## src/rtl/core/owms_pkg.sv

```systemverilog
package owms_pkg;

    localparam int CFG_W     = 10;
    localparam int CFG_IDX_W = 3;
    localparam int ACTION_W  = 3;
    localparam int BYTE_W    = 8;
    localparam int BITS_W    = 4;

    typedef enum logic [ACTION_W-1:0] {
        ACT_TICK       = 3'd0,
        ACT_RESET_LOW  = 3'd1,
        ACT_PRESENCE   = 3'd2,
        ACT_WRITE_BYTE = 3'd3,
        ACT_READ_BYTE  = 3'd4
    } action_t;

    typedef enum logic [CFG_IDX_W-1:0] {
        REG_ONE_LOW     = 3'd0,
        REG_ONE_REL     = 3'd1,
        REG_ZERO_LOW    = 3'd2,
        REG_ZERO_REL    = 3'd3,
        REG_READ_SAMPLE = 3'd4,
        REG_RESET       = 3'd5,
        REG_PRES_SAMPLE = 3'd6
    } cfg_index_t;

    localparam logic [CFG_W-1:0] ONE_LOW_RST     = 10'd10;
    localparam logic [CFG_W-1:0] ONE_REL_RST     = 10'd85;
    localparam logic [CFG_W-1:0] ZERO_LOW_RST    = 10'd80;
    localparam logic [CFG_W-1:0] ZERO_REL_RST    = 10'd15;
    localparam logic [CFG_W-1:0] READ_SAMPLE_RST = 10'd10;
    localparam logic [CFG_W-1:0] RESET_TIME_RST  = 10'd500;
    localparam logic [CFG_W-1:0] PRES_SAMPLE_RST = 10'd50;

    localparam logic [BYTE_W-1:0] SAMPLE_SET_MASK = 8'h80;
    localparam logic [BYTE_W-1:0] READ_FILL       = 8'hFF;
    localparam logic [BITS_W-1:0] BYTE_BITS       = 4'd8;

    typedef struct packed {
        logic [BYTE_W-1:0] result_byte;
        logic              done_res;
        logic              busy_res;
        logic              drive_low;
    } result_t;

endpackage

```

## src/rtl/core/one_wire_master_slot_timer.sv

```systemverilog
// Results are registered: each shows on m_tdata the cycle after its transfer.
// Throughput: one transfer per cycle; the phase counter, its compare and the
// shift register all update in a single pass, and the output register keeps
// accepting while m_tready is high or the output is empty.
// Reset: synchronous active-low aresetn; bus released, idle, settings to defaults.
module one_wire_master_slot_timer #(
    parameter int TIMER_BITS = 10
) (
    input  logic                          aclk,
    input  logic                          aresetn,
    input  logic                          s_tvalid,
    output logic                          s_tready,
    // [7:0] write_value, [8] line_level, [15:9] zero
    input  logic [15:0]                   s_tdata,
    // [2:0] action
    input  logic [owms_pkg::ACTION_W-1:0] s_tuser,
    output logic                          m_tvalid,
    input  logic                          m_tready,
    // [0] drive_low, [1] busy_res, [2] done_res, [10:3] result_byte, [15:11] zero
    output logic [15:0]                   m_tdata,
    input  logic                          cfg_valid,
    output logic                          cfg_ready,
    input  logic [owms_pkg::CFG_IDX_W-1:0] cfg_index,
    input  logic [owms_pkg::CFG_W-1:0]    cfg_data
);
    import owms_pkg::*;

    logic [CFG_W-1:0] one_low_reg, one_rel_reg, zero_low_reg, zero_rel_reg;
    logic [CFG_W-1:0] read_sample_reg, reset_time_reg, pres_sample_reg;

    logic [TIMER_BITS-1:0] phase_timer_reg, phase_timer_next;
    logic [TIMER_BITS-1:0] phase_length_reg, phase_length_next;
    logic [TIMER_BITS-1:0] sample_point_reg, sample_point_next;
    logic                  pulling_low_reg, pulling_low_next;
    logic [BITS_W-1:0]     bits_left_reg, bits_left_next;
    logic [BYTE_W-1:0]     shift_byte_reg, shift_byte_next;
    logic                  active_reg, active_next;
    logic                  sample_enable_reg, sample_enable_next;

    result_t               result_reg, result_next;
    logic                  out_valid_reg;

    logic                  in_xfer;
    logic [BYTE_W-1:0]     write_value;
    logic                  line_level;
    logic [TIMER_BITS-1:0] timer_inc;
    logic [BYTE_W-1:0]     sampled_byte;
    logic                  done;

    assign write_value = s_tdata[7:0];
    assign line_level  = s_tdata[8];
    assign s_tready    = !out_valid_reg || m_tready;
    assign in_xfer     = s_tvalid && s_tready;
    assign cfg_ready   = 1'b1;
    assign m_tvalid    = out_valid_reg;
    assign m_tdata     = {5'd0, result_reg};

    always_ff @(posedge aclk) begin
        if (!aresetn) begin
            one_low_reg     <= ONE_LOW_RST;
            one_rel_reg     <= ONE_REL_RST;
            zero_low_reg    <= ZERO_LOW_RST;
            zero_rel_reg    <= ZERO_REL_RST;
            read_sample_reg <= READ_SAMPLE_RST;
            reset_time_reg  <= RESET_TIME_RST;
            pres_sample_reg <= PRES_SAMPLE_RST;
        end else if (cfg_valid && cfg_ready) begin
            unique case (cfg_index)
                REG_ONE_LOW:     one_low_reg     <= cfg_data;
                REG_ONE_REL:     one_rel_reg     <= cfg_data;
                REG_ZERO_LOW:    zero_low_reg    <= cfg_data;
                REG_ZERO_REL:    zero_rel_reg    <= cfg_data;
                REG_READ_SAMPLE: read_sample_reg <= cfg_data;
                REG_RESET:       reset_time_reg  <= cfg_data;
                REG_PRES_SAMPLE: pres_sample_reg <= cfg_data;
                default: ;
            endcase
        end
    end

    always_comb begin
        phase_timer_next   = phase_timer_reg;
        phase_length_next  = phase_length_reg;
        sample_point_next  = sample_point_reg;
        pulling_low_next   = pulling_low_reg;
        bits_left_next     = bits_left_reg;
        shift_byte_next    = shift_byte_reg;
        active_next        = active_reg;
        sample_enable_next = sample_enable_reg;
        done               = 1'b0;

        timer_inc    = phase_timer_reg + TIMER_BITS'(1);
        sampled_byte = shift_byte_reg;
        if (sample_enable_reg && !pulling_low_reg && timer_inc == sample_point_reg
            && line_level) begin
            sampled_byte = shift_byte_reg | SAMPLE_SET_MASK;
        end

        case (s_tuser) inside
            ACT_RESET_LOW, ACT_PRESENCE, ACT_WRITE_BYTE, ACT_READ_BYTE: begin
                if (!active_reg) begin
                    phase_timer_next   = '0;
                    active_next        = 1'b1;
                    pulling_low_next   = 1'b0;
                    sample_enable_next = 1'b0;
                    sample_point_next  = '0;
                    bits_left_next     = BYTE_BITS;
                    phase_length_next  = TIMER_BITS'(one_low_reg);
                    case (s_tuser)
                        ACT_RESET_LOW: begin
                            phase_length_next = TIMER_BITS'(reset_time_reg);
                            pulling_low_next  = 1'b1;
                            bits_left_next    = '0;
                            shift_byte_next   = '0;
                        end
                        ACT_PRESENCE: begin
                            phase_length_next  = TIMER_BITS'(reset_time_reg);
                            bits_left_next     = '0;
                            shift_byte_next    = '0;
                            sample_enable_next = 1'b1;
                            sample_point_next  = TIMER_BITS'(pres_sample_reg);
                        end
                        ACT_WRITE_BYTE: begin
                            shift_byte_next = write_value;
                        end
                        default: begin
                            shift_byte_next    = READ_FILL;
                            sample_enable_next = 1'b1;
                            sample_point_next  = TIMER_BITS'(read_sample_reg);
                        end
                    endcase
                end
            end
            default: begin
                if (active_reg) begin
                    phase_timer_next = timer_inc;
                    shift_byte_next  = sampled_byte;
                    if (timer_inc >= phase_length_reg) begin
                        phase_timer_next = '0;
                        if (bits_left_reg == '0) begin
                            active_next = 1'b0;
                            done        = 1'b1;
                        end else if (pulling_low_reg) begin
                            pulling_low_next  = 1'b0;
                            phase_length_next = sampled_byte[0] ?
                                TIMER_BITS'(one_rel_reg) : TIMER_BITS'(zero_rel_reg);
                            bits_left_next    = bits_left_reg - BITS_W'(1);
                            shift_byte_next   = sampled_byte >> 1;
                        end else begin
                            pulling_low_next  = 1'b1;
                            phase_length_next = sampled_byte[0] ?
                                TIMER_BITS'(one_low_reg) : TIMER_BITS'(zero_low_reg);
                        end
                    end
                end
            end
        endcase

        result_next.drive_low   = pulling_low_next;
        result_next.busy_res    = active_next;
        result_next.done_res    = done;
        result_next.result_byte = shift_byte_next;
    end

    always_ff @(posedge aclk) begin
        if (!aresetn) begin
            phase_timer_reg   <= '0;
            phase_length_reg  <= '0;
            sample_point_reg  <= '0;
            pulling_low_reg   <= 1'b0;
            bits_left_reg     <= '0;
            shift_byte_reg    <= '0;
            active_reg        <= 1'b0;
            sample_enable_reg <= 1'b0;
            out_valid_reg     <= 1'b0;
        end else begin
            if (in_xfer) begin
                phase_timer_reg   <= phase_timer_next;
                phase_length_reg  <= phase_length_next;
                sample_point_reg  <= sample_point_next;
                pulling_low_reg   <= pulling_low_next;
                bits_left_reg     <= bits_left_next;
                shift_byte_reg    <= shift_byte_next;
                active_reg        <= active_next;
                sample_enable_reg <= sample_enable_next;
                out_valid_reg     <= 1'b1;
            end else if (m_tready) begin
                out_valid_reg <= 1'b0;
            end
        end
    end

    always_ff @(posedge aclk) begin
        if (in_xfer) begin
            result_reg <= result_next;
        end
    end

`ifndef SYNTHESIS
    a_done_idle: assert property (@(posedge aclk) disable iff (!aresetn)
        m_tvalid && result_reg.done_res |-> !result_reg.busy_res)
        else $error("done reported while still busy");

    a_idle_timer: assert property (@(posedge aclk) disable iff (!aresetn)
        !active_reg |-> phase_timer_reg == '0)
        else $error("phase timer running while idle");

    a_bits_range: assert property (@(posedge aclk) disable iff (!aresetn)
        bits_left_reg <= BYTE_BITS)
        else $error("bit counter out of range");

    a_result_follows: assert property (@(posedge aclk) disable iff (!aresetn)
        in_xfer |=> m_tvalid && result_reg.busy_res == active_reg
            && result_reg.result_byte == shift_byte_reg)
        else $error("result does not match updated state");
`endif

endmodule
```

## config.mk

```make
export PLATFORM = sky130hd
export DESIGN_NAME = one_wire_master_slot_timer
export DESIGN_NICKNAME = d
export VERILOG_FILES = /design/src/rtl/core/owms_pkg.sv /design/src/rtl/core/one_wire_master_slot_timer.sv
export SDC_FILE = /design/constraint.sdc
export NUM_CORES = 1
export LEC_CHECK = 0
export BUFFER_PORTS_ARGS = -buffer_cell sky130_fd_sc_hd__clkbuf_2
export CORE_MARGIN = 8
export CORE_UTILIZATION = 62
export DETAILED_ROUTE_END_ITERATION = 10
export PLACE_DENSITY = 0.84
export SETUP_SLACK_MARGIN = 0.1
export SLEW_MARGIN = 20
export SYNTH_ARGS = -nofsm -noshare
export SYNTH_HDL_FRONTEND = slang
export SYNTH_SLANG_ARGS = --single-unit
```

## constraint.sdc

```tcl
create_clock -name aclk -period 6.8 [get_ports aclk]
set_input_delay 1.36 -clock aclk [delete_from_list [all_inputs] [get_ports aclk]]
set_output_delay 1.36 -clock aclk [all_outputs]
set_load 0.01 [all_outputs]
```

Word-level counts from Yosys, hierarchy flattened
Index checks and enable logic that the tools add are counted.
Widths: inputs -> output; s select.
{"block": "totals", "regBits": 127, "input_bits": 37, "out_inout_bits": 19, "wordCells": 110}
{"block": "op_classes", "add_sub_neg": 2, "order_cmp": 1, "eq_ne": 13, "mux": 44, "bitwise_logic": 2, "n_reduce_logical": 28}
{"operator": "$mux 10", "count": 13}
{"operator": "$mux 8", "count": 7}
{"operator": "$mux 4", "count": 7}
{"operator": "$pmux 10 s2", "count": 1}
{"operator": "$pmux 8 s2", "count": 1}
{"operator": "$mux 1", "count": 15}
{"operator": "$reduce_and 2->1", "count": 7}
{"operator": "$eq 3x2->1 const B", "count": 4}
{"operator": "$eq 3x3->1 const B", "count": 4}
{"operator": "$add 10x1->10 const B", "count": 1}
{"operator": "$eq 10x10->1", "count": 1}
{"operator": "$ge 10x10->1", "count": 1}
{"operator": "$reduce_bool 2->1", "count": 4}
{"operator": "$eq 3x1->1 const B", "count": 2}
{"operator": "$reduce_and 3->1", "count": 2}
{"operator": "$reduce_and 6->1", "count": 1}
{"operator": "$reduce_or 6->1", "count": 1}
{"operator": "$reduce_and 5->1", "count": 1}
{"operator": "$logic_and 1x1->1", "count": 4}
{"operator": "$logic_not 4->1", "count": 1}
{"operator": "$reduce_or 2->1", "count": 2}
{"operator": "$reduce_or 4->1", "count": 1}
{"operator": "$sub 4x1->4 const B", "count": 1}
{"operator": "$logic_not 3->1", "count": 1}
{"operator": "5 further kinds", "count": 7}

Logic depth before layout (Yosys ltp)
Gate-level depths: netlist of the first run.
{"block": "depth", "depth_word": 11, "ltp_mapped": 15, "depth_no_buf": 12}

Worst setup path after synthesis of the first run
OpenSTA, ideal clock, no wires.
{"block": "synth_path", "path_type": "input to register", "from": "in s_tuser[1] (netlist bit)", "to": "reg phase_length_reg[8]", "setup_ns": 0.080, "arrival_ns": 3.179, "required_ns": 6.720, "slack_ns": 3.541, "cell_stages": 12, "path_buffers": 4, "path_cell_list": "buf_6 nor2_8 xnor2_4 inv_4 ha_1 and3_1 clkbuf_1 o21a_1 buf_6 buf_6 nor2_1 a211oi_2"}
{"block": "synth_between", "elab_chain_len": 5, "elab_cells_between_ends": 14, "classes_between": "eq/ne (6); mux (3); reduce/logical (5)"}
{"item": "from (decl)", "line": "one_wire_master_slot_timer.sv:16", "text": "input logic [owms_pkg::ACTION_W-1:0] s_tuser,"}
{"item": "parallel branches: the longest is 5 deep, another holds $reduce_and 5->1"}
{"item": "to (signal assigned)", "line": "one_wire_master_slot_timer.sv:179", "text": "phase_length_reg <= phase_length_next;"}
{"item": "to (decl)", "line": "one_wire_master_slot_timer.sv:32", "text": "logic [TIMER_BITS-1:0] phase_length_reg, phase_length_next;"}
Several ways; the timed one is not identified. The select of a mux whose other input is x is not followed.
A chain may end at the register's enable or synchronous reset.

Worst setup path in the final report of the first run
{"block": "layout_path", "from": "reg phase_timer_reg[0]", "to": "reg phase_length_reg[9]"}
{"block": "layout_between", "elab_chain_len": 4}
{"item": "from (decl)", "line": "one_wire_master_slot_timer.sv:31", "text": "logic [TIMER_BITS-1:0] phase_timer_reg, phase_timer_next;"}
{"item": "from (signal assigned)", "line": "one_wire_master_slot_timer.sv:178", "text": "phase_timer_reg <= phase_timer_next;"}
{"item": "$add 10x1->10", "line": "one_wire_master_slot_timer.sv:92", "text": "timer_inc = phase_timer_reg + TIMER_BITS'(1);"}
{"item": "$ge 10x10->1", "line": "one_wire_master_slot_timer.sv:138", "text": "if (timer_inc >= phase_length_reg) begin"}
{"item": "$reduce_bool 2->1 (no line)"}
{"item": "$reduce_and 5->1 (no line)"}
No other way between the ends.

==> flow_summary.json, run 1 <==
{
  "async_reset_ff_frac": 0,
  "clock_latency_ns": 0.53,
  "grt_pass1_wl_um": 28010,
  "nNetsFinal": 848,
  "grt_use_total": 0.2404,
  "routed_wl_um": 16900,
  "drive_above_1_share": 0.1580,
  "dp_hpwl_um": 11490,
  "relSlewSlack": 0.2680,
  "rsz0062_at_grt": "false",
  "globalRouteMet1Util": 0.2716,
  "die_x_um": 118.7,
  "synth_cell_types": 74,
  "route.detailed.drc": 0,
  "setup_tns_ns": 0,
  "htreeDepth": 4,
  "grt_max_degree": 83,
  "viasPerCell": 6.190,
  "core_area_mm2": 0.01028,
  "fmax_mhz": 272.0,
  "worstPathArrival_ns": 4.05,
  "clock_sinks": 127,
  "largest_reg_flops": 11,
  "finalSetupViolCount": 0,
  "place_congestion": 0.8910,
  "grt_util_met3": 0.05759,
  "rows": 37,
  "clk_pin_slew_ns": 0.06,
  "clockRootBuffer": "clkbuf_8",
  "grt_overflow": 0,
  "area_growth_pct": 10.82,
  "cts_hold_buf": 0,
  "postSynthCellCount": 783,
  "crit_chain": "ha_1 > nand3_1 > xnor2_1 > ha_1 > o21ai_0 > a21oi_2 > o41ai_4 > a211oi_2 > o21a_1 > mux2i_1 > nor2_1",
  "yosysTopAreaCell": "dfxtp_1",
  "cts_tree": "yes",
  "worstMarginPinSlew_ns": 1.096,
  "slowest_stage": "o21a_1",
  "drv_slew": 0,
  "clock_path_buffers": 2,
  "synth_edf_count": 11,
  "ys_seq_area_frac": 0.4058,
  "antenna_found_initial": 0,
  "synth_area_leaders": "dfxtp_1, nand2_1, a21oi_1",
  "wl_per_cell_um": 17.86,
  "startpoint_type": "flip-flop",
  "cp-end-kind": "flip-flop",
  "cp.required_ns": 7.17,
  "numCtsBuffers": 17,
  "io_pins": 56,
  "fin_skew_ns": 0.007267,
  "busiest_layer": "met2",
  "path_delay_family": "compound AO/OA/AOI/OAI gates",
  "fill_cells": 803,
  "power.density_mw_per_mm2": 273.4,
  "worstSetupPathType": "reg2reg",
  "start_util": 0.6360,
  "yosys_warnings": 0,
  "post_cts_resized": 0,
  "worst-path-buf-inv": 0,
  "synth.top_cell.area_share": 0.3553,
  "final_antenna_net_count": 0,
  "slowest_delay_ns": 0.70,
  "yosys_most_used_dff": "dfxtp_1",
  "path_max_fanout": 19,
  "n_antenna_cell": 0,
  "use_met2": 0.4221,
  "min_period_ns": 3.676,
  "hp-class": "reg2reg",
  "p_leak_nw": 2.715,
  "port_buffers": 42,
  "drtIter0Drc": 726,
  "cts_setup_buffers": 0,
  "die_y_um": 118.7,
  "die_area_mm2": 0.01408,
  "drt_pass1_iterations": 7,
  "timing.critical_path.mode_cell": "ha_1",
  "status": "completed",
  "ys_seq_elements": 127,
  "maxCapViolCount": 0,
  "grt_pass1_vias": 5724,
  "ir_drop_mv": 0.2236,
  "synthesis.area_mm2": 0.006536,
  "hold_slack_ns": 0.4523,
  "hold_viol_final": 0,
  "syn_avg_cell_area_um2": 8.348,
  "via_count": 5856,
  "period_share": 0.5406
}
[power by group]
group / switching, W / internal [W] / leakage, nW / total, W
clock network: 0.000338 / 0.000519 / 0.278 / 0.000857
logic: 0.000185 / 0.000110 / 1.38 / 0.000295
registers: 0.0000342 / 0.000794 / 1.05 / 0.000829
[metrics by stage]
stage	power [W]	instance area, um2	setup WS [ns]	util	instances
after floorplan	0.001059	6551	3.541	-	787
after global placement	0.001114	6670	2.853	0.6490	915
after detailed placement	0.001128	6670	2.693	0.6490	915
after CTS	0.001977	7227	3.153	0.7032	946
after global routing	0.002049	7243	2.902	0.7048	946
final	0.001980	7243	3.124	0.7048	946
[cell families (layout without fill, tap and decap cells)]
family | Yosys count | after routing | share of synthesized area
buf+inv | 74 | 97 | 0.05532
simple gates | 329 | 329 | 0.2343
other cells | 2 | 6 | 0.001149
fa+ha+maj | 13 | 13 | 0.02489
compound gates | 203 | 203 | 0.2000
xor+xnor | 18 | 18 | 0.03254
mux | 17 | 17 | 0.04594
flops | 127 | 127 | 0.4058
[per-layer routing]
layer | share of wire | vias up
met3 | 0.078 | 36
met5 | 0 | -
met1 | 0.39 | 2753
met2 | 0.51 | 295
met4 | 0.018 | 0
li1 | - | 2772
[cells in the mapped netlist (2+ instances only)]
master	count
o22ai_1	16
nand4b_1	2
a211oi_2	11
a22oi_1	11
a21oi_2	3
edfxtp_1	11
buf_6	6
mux4_2	10
and3_1	4
buf_1	3
o21ai_1	7
xnor2_1	10
buf_4	7
or3_1	8
or4_1	3
conb_1	2
mux2i_1	3
nand2_1	183
a211oi_1	11
nor2b_1	5
nor3_1	7
mux2_2	3
a21o_1	3
ha_1	13
o21a_1	2
buf_2	8
dfxtp_1	116
xor2_1	4
nand2b_1	9
nand3_2	2
o31a_1	2
nand3_1	34
nor2_1	50
inv_1	21
nand4_1	3
nor4_2	2
a31oi_1	3
clkbuf_1	28
o2bb2ai_1	6
o21ai_0	37
a21oi_1	81
[final timing paths]
path                                         start             endpoint  slack (ns)  cells after the start
worst max-delay path            phase_timer_reg[0]  phase_length_reg[9]        3.12                     11
worst min-delay path               zero_low_reg[9]      zero_low_reg[9]        0.45                      2
worst max register to register  phase_timer_reg[0]  phase_length_reg[9]        3.12                     11
worst min register to register     zero_low_reg[9]      zero_low_reg[9]        0.45                      2
[placed cells by master, fill, tap and decap left out, types with 4 or more instances in the layout]
cell,count
o22ai_1,16
a22oi_1,11
inv_1,20
conb_1,6
clkbuf_16,16
o2bb2ai_1,6
nand2b_1,9
xor2_1,4
a21oi_1,81
xnor2_1,10
dfxtp_1,116
and3_1,4
a211oi_1,11
nor2_1,50
nor3_1,5
ha_1,13
o21ai_1,7
nand2_1,183
or3_1,8
edfxtp_1,11
a211oi_2,11
nor2b_1,5
clkbuf_2,42
nand3_1,34
clkinv_2,5
o21ai_0,37
mux4_2,10
[layout make-up]
type | count | area, um2 | share of cell area
clock buffers | 17 | 414.1 | 0.05718
inverters | 22 | 85.08 | 0.01175
clock inverters | 14 | 142.6 | 0.01969
repair buffers | 44 | 225.2 | 0.03109
multi-input cells | 586 | 3553 | 0.4906
flip-flops and latches | 127 | 2653 | 0.3662
well taps | 136 | 170.2 | 0.02349
[tightest hold or removal path, delay by kind of cell, from the launching register on]
| kind | cells | cell delay [ns] |
|---|---|---|
| flops | 1 | 0.31 |
| simple gates | 1 | 0.05 |
| compound gates | 1 | 0.05 |
Power figures use the tool's default switching activity.
==> run 2, diff against run 1 <==
ABC_AREA = 1   (was unset)
CORE_UTILIZATION = 54   (was 62)
PLACE_DENSITY = 0.78   (was 0.84)
clock period = 3.28 ns   (was 6.8 ns; I/O delays follow)
==> run 2 against run 1 <==
Wire length shrank 3.5%; clock skew grew 0.00075 ns; final cell count grew 16%; synthesized cell count grew 14%; critical path type unchanged.
==> flow_summary.json, run 2 <==
{
  "worstSetupPathType": "reg2reg",
  "relSlewSlack": 0.5072,
  "synth_cell_types": 40,
  "p_leak_nw": 3.304,
  "synth_xor_area_frac": 0.009113,
  "finalSetupViolCount": 0,
  "clock_latency_ns": 0.42,
  "power.density_mw_per_mm2": 595.2,
  "fill_cells": 987,
  "yosys_most_used_dff": "dfxtp_1",
  "wl_per_cell_um": 14.90,
  "post-route-util": 0.6438,
  "drtIter0Drc": 600,
  "fin_skew_ns": 0.008014,
  "syn_avg_cell_area_um2": 7.065,
  "drv_slew": 0,
  "area_growth_pct": 16.38,
  "n_antenna_cell": 0,
  "cts_hold_buf": 0,
  "postSynthCellCount": 894,
  "synth_edf_count": 11,
  "final_antenna_net_count": 0,
  "clock_sinks": 127,
  "yosys.area_share.simple": 0.2290,
  "ys_seq_area_frac": 0.4200,
  "io_pins": 56,
  "dp_cells": 1061,
  "die_y_um": 124.2,
  "dp_hpwl_um": 10970,
  "synthMuxAreaShare": 0,
  "grt_pass1_wl_um": 26300,
  "yosys_warnings": 0,
  "cp-end-kind": "flip-flop",
  "pre_cts_slack_ns": 0.1316,
  "final_cell_mix": "nand2_1, dfxtp_1, nor2_1, inv_1, o21ai_0",
  "ir_drop_mv": 0.4596,
  "clk_pin_slew_ns": 0.06,
  "final_cells": 1094,
  "status": "completed",
  "grt_use_total": 0.2171,
  "cp.required_ns": 3.55,
  "start_util": 0.5531,
  "clockRootBuffer": "clkbuf_16",
  "routed_wl_um": 16300,
  "ys_seq_elements": 127,
  "drt_pass1_iterations": 5,
  "rsz0062_at_grt": "false",
  "port_buffers": 42,
  "synthesis.area_mm2": 0.006316,
  "clock_path_buffers": 2,
  "reg2reg_to": "phase_length_reg[2]",
  "maxCapViolCount": 0,
  "nNetsFinal": 988,
  "drive_above_1_share": 0.1304,
  "layout_commonest_cell": "nand2_1",
  "die_area_mm2": 0.01541,
  "yosysTopAreaCell": "dfxtp_1",
  "core_area_mm2": 0.01142,
  "fin_ws_ns": 0.4014,
  "place_congestion": 0.9024,
  "r2r-start": "phase_timer_reg[4]",
  "grt_overflow": 0,
  "cts_tree": "yes",
  "worstPathArrival_ns": 3.15,
  "hold_viol_final": 0,
  "async_reset_ff_frac": 0,
  "rows": 39,
  "htreeDepth": 4,
  "r2r_slack_ns": 0.40,
  "die_x_um": 124.2,
  "path_max_fanout": 10,
  "synth_top_family_by_area": "simple AND/OR/NAND/NOR gates",
  "fmax_mhz": 347.4,
  "endpoint": "phase_length_reg[2]",
  "synth-compound-area-share": 0.2086,
  "place_area_mm2": 0.006680,
  "reg2regPathDepth": 13,
  "via_count": 5912,
  "largest_reg_flops": 11,
  "synth_area_leaders": "dfxtp_1, nand2_1, o21ai_0",
  "route.detailed.drc": 0,
  "stdcell_area_mm2": 0.007351,
  "grt_pass1_vias": 5218,
  "startpoint_type": "flip-flop",
  "min_period_ns": 2.879,
  "worstSetupStartpoint": "phase_timer_reg[4]",
  "period_share": 0.8776,
  "synthTopCellsByCount": "nand2_1, dfxtp_1, nor2_1",
  "antenna_found_initial": 0,
  "viasPerCell": 5.404,
  "synthAdderAreaFrac": 0.02575,
  "worstMarginPinSlew_ns": 0.7384,
  "post-synth-top-count-cell": "nand2_1",
  "synth.top_cell.area_share": 0.3677,
  "numCtsBuffers": 17,
  "setup_tns_ns": 0,
  "hp-class": "reg2reg",
  "grt_max_degree": 41
}
run 2: cells by family (layout without fill, tap and decap cells):
kind of cell	Yosys count	in the layout
compound gates	240	240
buf+inv	167	219
fa+ha+maj	13	13
other cells	2	6
simple gates	340	341
xor+xnor	5	5
flops	127	127
run 2: what timing repair did:
item	CTS	global route
pin swaps	0	1
endpoints found under the setup margin	2	6
setup buffers	0	0
gates cloned	0	1
resized for setup	1	0
run 2: worst max-delay path, cell delays in order, from the launching register on:
cell and delay, ns:
dfxtp_1 0.40, nand2_1 0.15, nor3_4 0.23, nand3_1 0.14, nand2_1 0.10, nand2_1 0.09, ha_1 0.33, nand2_1 0.08
nor2_1 0.15, o211ai_1 0.11, nand4_1 0.13, nor2_1 0.12, nor3_2 0.57, a21oi_1 0.14
run 2: final cells by class:
cell class	instances	area, um2	area share
Multi-Input combinational cell	605	3023	0.4112
Sequential cell	127	2653	0.3609
Clock buffer	21	503.0	0.06843
Inverter	123	466.7	0.06349
Timing Repair Buffer	64	375.4	0.05106
Tap cell	143	178.9	0.02434
Clock inverter	11	151.4	0.02060
run 2: worst min-delay path by stage:
| stage | start | end | slack, ns | cells past startpoint |
|---|---|---|---|---|
| 4_1_cts | pres_sample_reg[6] | pres_sample_reg[6] | 0.45 | 2 |
| 2_1_floorplan | zero_rel_reg[0] | zero_rel_reg[0] | 0.42 | 2 |
| 5_1_grt | zero_rel_reg[0] | zero_rel_reg[0] | 0.47 | 2 |
| 3_5_place_dp | reset_time_reg[3] | reset_time_reg[3] | 0.44 | 2 |
| 6_report | reset_time_reg[9] | reset_time_reg[9] | 0.45 | 2 |
| 3_3_place_gp | zero_rel_reg[0] | zero_rel_reg[0] | 0.43 | 2 |
run 2: metal layers:
layer	global-route usage	up-vias	share of wire
li1	-	3022	-
met1	0.2773	2647	0.45
met2	0.3551	224	0.47
met3	0.05032	19	0.072
met4	0.07063	0	0.012
met5	0	-	0
run 2: power breakdown:
part	switching [W]	internal (W)	total, W	leakage, nW
Clock	0.000701	0.00133	0.00203	0.308
Sequential	0.0000489	0.00166	0.00171	1.06
Combinational	0.000419	0.000215	0.000635	1.94
Total	0.00117	0.00321	0.00438	3.30
run 2: per-stage QoR:
| step | hold slack, ns | total power (W) |
|---|---|---|
| 2_1_floorplan | 0.4236 | 0.002163 |
| 3_3_place_gp | 0.4317 | 0.002334 |
| 3_5_place_dp | 0.4388 | 0.002347 |
| 4_1_cts | 0.4505 | 0.004363 |
| 5_1_grt | 0.4700 | 0.004538 |
| 6_report | 0.4507 | 0.004375 |
==> run 3, diff against run 2 <==
CORE_UTILIZATION = 60   (was 54)
PLACE_DENSITY = unset   (was 0.78)
PLACE_DENSITY_LB_ADDON = 0.1   (was unset)
clock period = 3.1 ns   (was 3.28 ns; I/O delays follow)
==> run 3 against run 2 <==
Fmax up 2.7%; register-to-register slack got worse by 0.11 ns; core utilization up 6.1 points; sequential power is 6% higher; clock power shrank 5%; die area down 8.7%; critical endpoint is now phase_length_reg[0]; combinational power up 3%.
==> flow_summary.json, run 3 (synthesis results as in run 2) <==
{
  "cp.required_ns": 3.51,
  "grt_pass1_wl_um": 26630,
  "wl_per_cell_um": 15.17,
  "clock_latency_ns": 0.53,
  "ir_drop_mv": 0.3269,
  "power.switching_w": 0.001267,
  "route.detailed.drc": 0,
  "nNetsFinal": 980,
  "worstSetupStartpoint": "phase_timer_reg[0]",
  "antenna_found_initial": 0,
  "clock_sinks": 127,
  "finalSetupViolCount": 0,
  "worstSetupPathType": "reg2reg",
  "setup_tns_ns": 0,
  "die_area_mm2": 0.01407,
  "clk_pin_slew_ns": 0.06,
  "min_period_ns": 2.804,
  "die_y_um": 118.6,
  "relSlewSlack": 0.4315,
  "grt_overflow": 0,
  "fmax_mhz": 356.6,
  "p_leak_nw": 3.214,
  "core_area_mm2": 0.01028,
  "drtIter0Drc": 510,
  "htreeDepth": 4,
  "fin_ws_ns": 0.2959,
  "via_count": 6054,
  "multiInputGateArea_mm2": 0.003048,
  "cp-end-kind": "flip-flop",
  "final_antenna_net_count": 0,
  "clockRootBuffer": "clkbuf_8",
  "n_antenna_cell": 0,
  "viasPerCell": 5.611,
  "worstMarginPinSlew_ns": 0.8527,
  "p_sw_frac": 0.2884,
  "place_congestion": 0.8893,
  "fill_cells": 857,
  "rows": 37,
  "r2r_slack_ns": 0.30,
  "cts_hold_buf": 0,
  "routed_wl_um": 16370,
  "layout_commonest_cell": "nand2_1",
  "drt_pass1_iterations": 6,
  "status": "completed",
  "maxCapViolCount": 0,
  "start_util": 0.6146,
  "final_cell_mix": "nand2_1, dfxtp_1, nor2_1, inv_1, o21ai_0",
  "path_max_fanout": 20,
  "area_growth_pct": 14.76,
  "r2r-start": "phase_timer_reg[0]",
  "hp-start": "m_tready",
  "largest_reg_flops": 11,
  "pwr-share-comb": 0.148,
  "grt_pass1_vias": 5674,
  "clock_path_buffers": 2,
  "dp_hpwl_um": 11140,
  "pwr-share-clk": 0.438,
  "grt_use_total": 0.2306,
  "power.density_mw_per_mm2": 606.1,
  "numCtsBuffers": 17,
  "period_share": 0.9046,
  "startpoint_type": "flip-flop",
  "die_x_um": 118.6,
  "drv_slew": 0,
  "grt_max_degree": 96,
  "worstPathArrival_ns": 3.21,
  "seqCellArea_mm2": 0.002660,
  "io_pins": 56,
  "fin_skew_ns": 0.007899,
  "port_buffers": 42,
  "rsz0062_at_grt": "false",
  "cts_tree": "yes",
  "hold_viol_final": 0,
  "drive_above_1_share": 0.1389,
  "pwr-share-seq": 0.414,
  "internal-power_w": 0.003127,
  "pre_cts_slack_ns": 0.1370,
  "hp-class": "in2reg"
}
==> run 3: final cells by class <==
cell class / count / share of cell area
multi-input cells: 604 / 0.4205
clock inverters: 15 / 0.02244
repair buffers: 56 / 0.04350
inverters: 123 / 0.06491
well taps: 136 / 0.02348
repair inverters: 1 / 0.001036
flip-flops and latches: 127 / 0.3670
clock buffers: 17 / 0.05714
==> run 3: path summary, 6_finish.rpt <==
check / cells after the start / to
min reg2reg: 2 / read_sample_reg[4]
min: 4 / m_tvalid
max reg2reg: 15 / phase_length_reg[0]
max: 15 / phase_length_reg[0]
==> run 3: stage by stage <==
| stage | cell area [um2] | cells | hold WS (ns) | util | total power (W) |
|---|---|---|---|---|---|
| floorplan | 6331 | 898 | 0.4236 | - | 0.002288 |
| global placement | 6611 | 1046 | 0.4336 | 0.6433 | 0.002449 |
| detailed placement | 6611 | 1046 | 0.4458 | 0.6433 | 0.002470 |
| CTS | 7191 | 1078 | 0.4066 | 0.6997 | 0.004378 |
| global route | 7248 | 1079 | 0.4126 | 0.7053 | 0.004578 |
| finish | 7248 | 1079 | 0.4045 | 0.7053 | 0.004393 |
==> run 3: power groups by stage <==
stage | clock network (W) | registers, W | logic (W)
global placement | 0 | 0.00185 | 0.000602
global route | 0.00202 | 0.00183 | 0.000724
detailed placement | 0 | 0.00185 | 0.000619
floorplan | 0 | 0.00184 | 0.000445
CTS | 0.00193 | 0.00182 | 0.000628
finish | 0.00192 | 0.00182 | 0.000652
==> run 3: critical path, stage by stage, from the launching register on <==
cell	delay [ns]
dfxtp_2	0.42
ha_2	0.27
nand3_1	0.11
inv_1	0.07
nand2_1	0.08
xor2_1	0.21
ha_1	0.28
nand2_1	0.10
nor2_2	0.06
o211ai_1	0.09
nand4_1	0.27
nor2_2	0.25
nor3_2	0.05
buf_4	0.20
o21ai_1	0.15
a21oi_1	0.05
==> run 3: routing by layer <==
metal	GRT usage	wire, um	up-vias
met5	0	0	-
met4	0.1043	426	0
met3	0.06854	1200	42
met2	0.3836	7845	223
met1	0.2693	6900	2788
li1	-	-	3001
==> run 3: what timing repair did <==
| item | 4_1_cts | 5_1_grt |
|---|---|---|
| cloned | 0 | 1 |
| setup endpoints to repair | 1 | 41 |
| resized for setup | 1 | 17 |
| setup buffers | 0 | 0 |
| pin swaps | 0 | 5 |
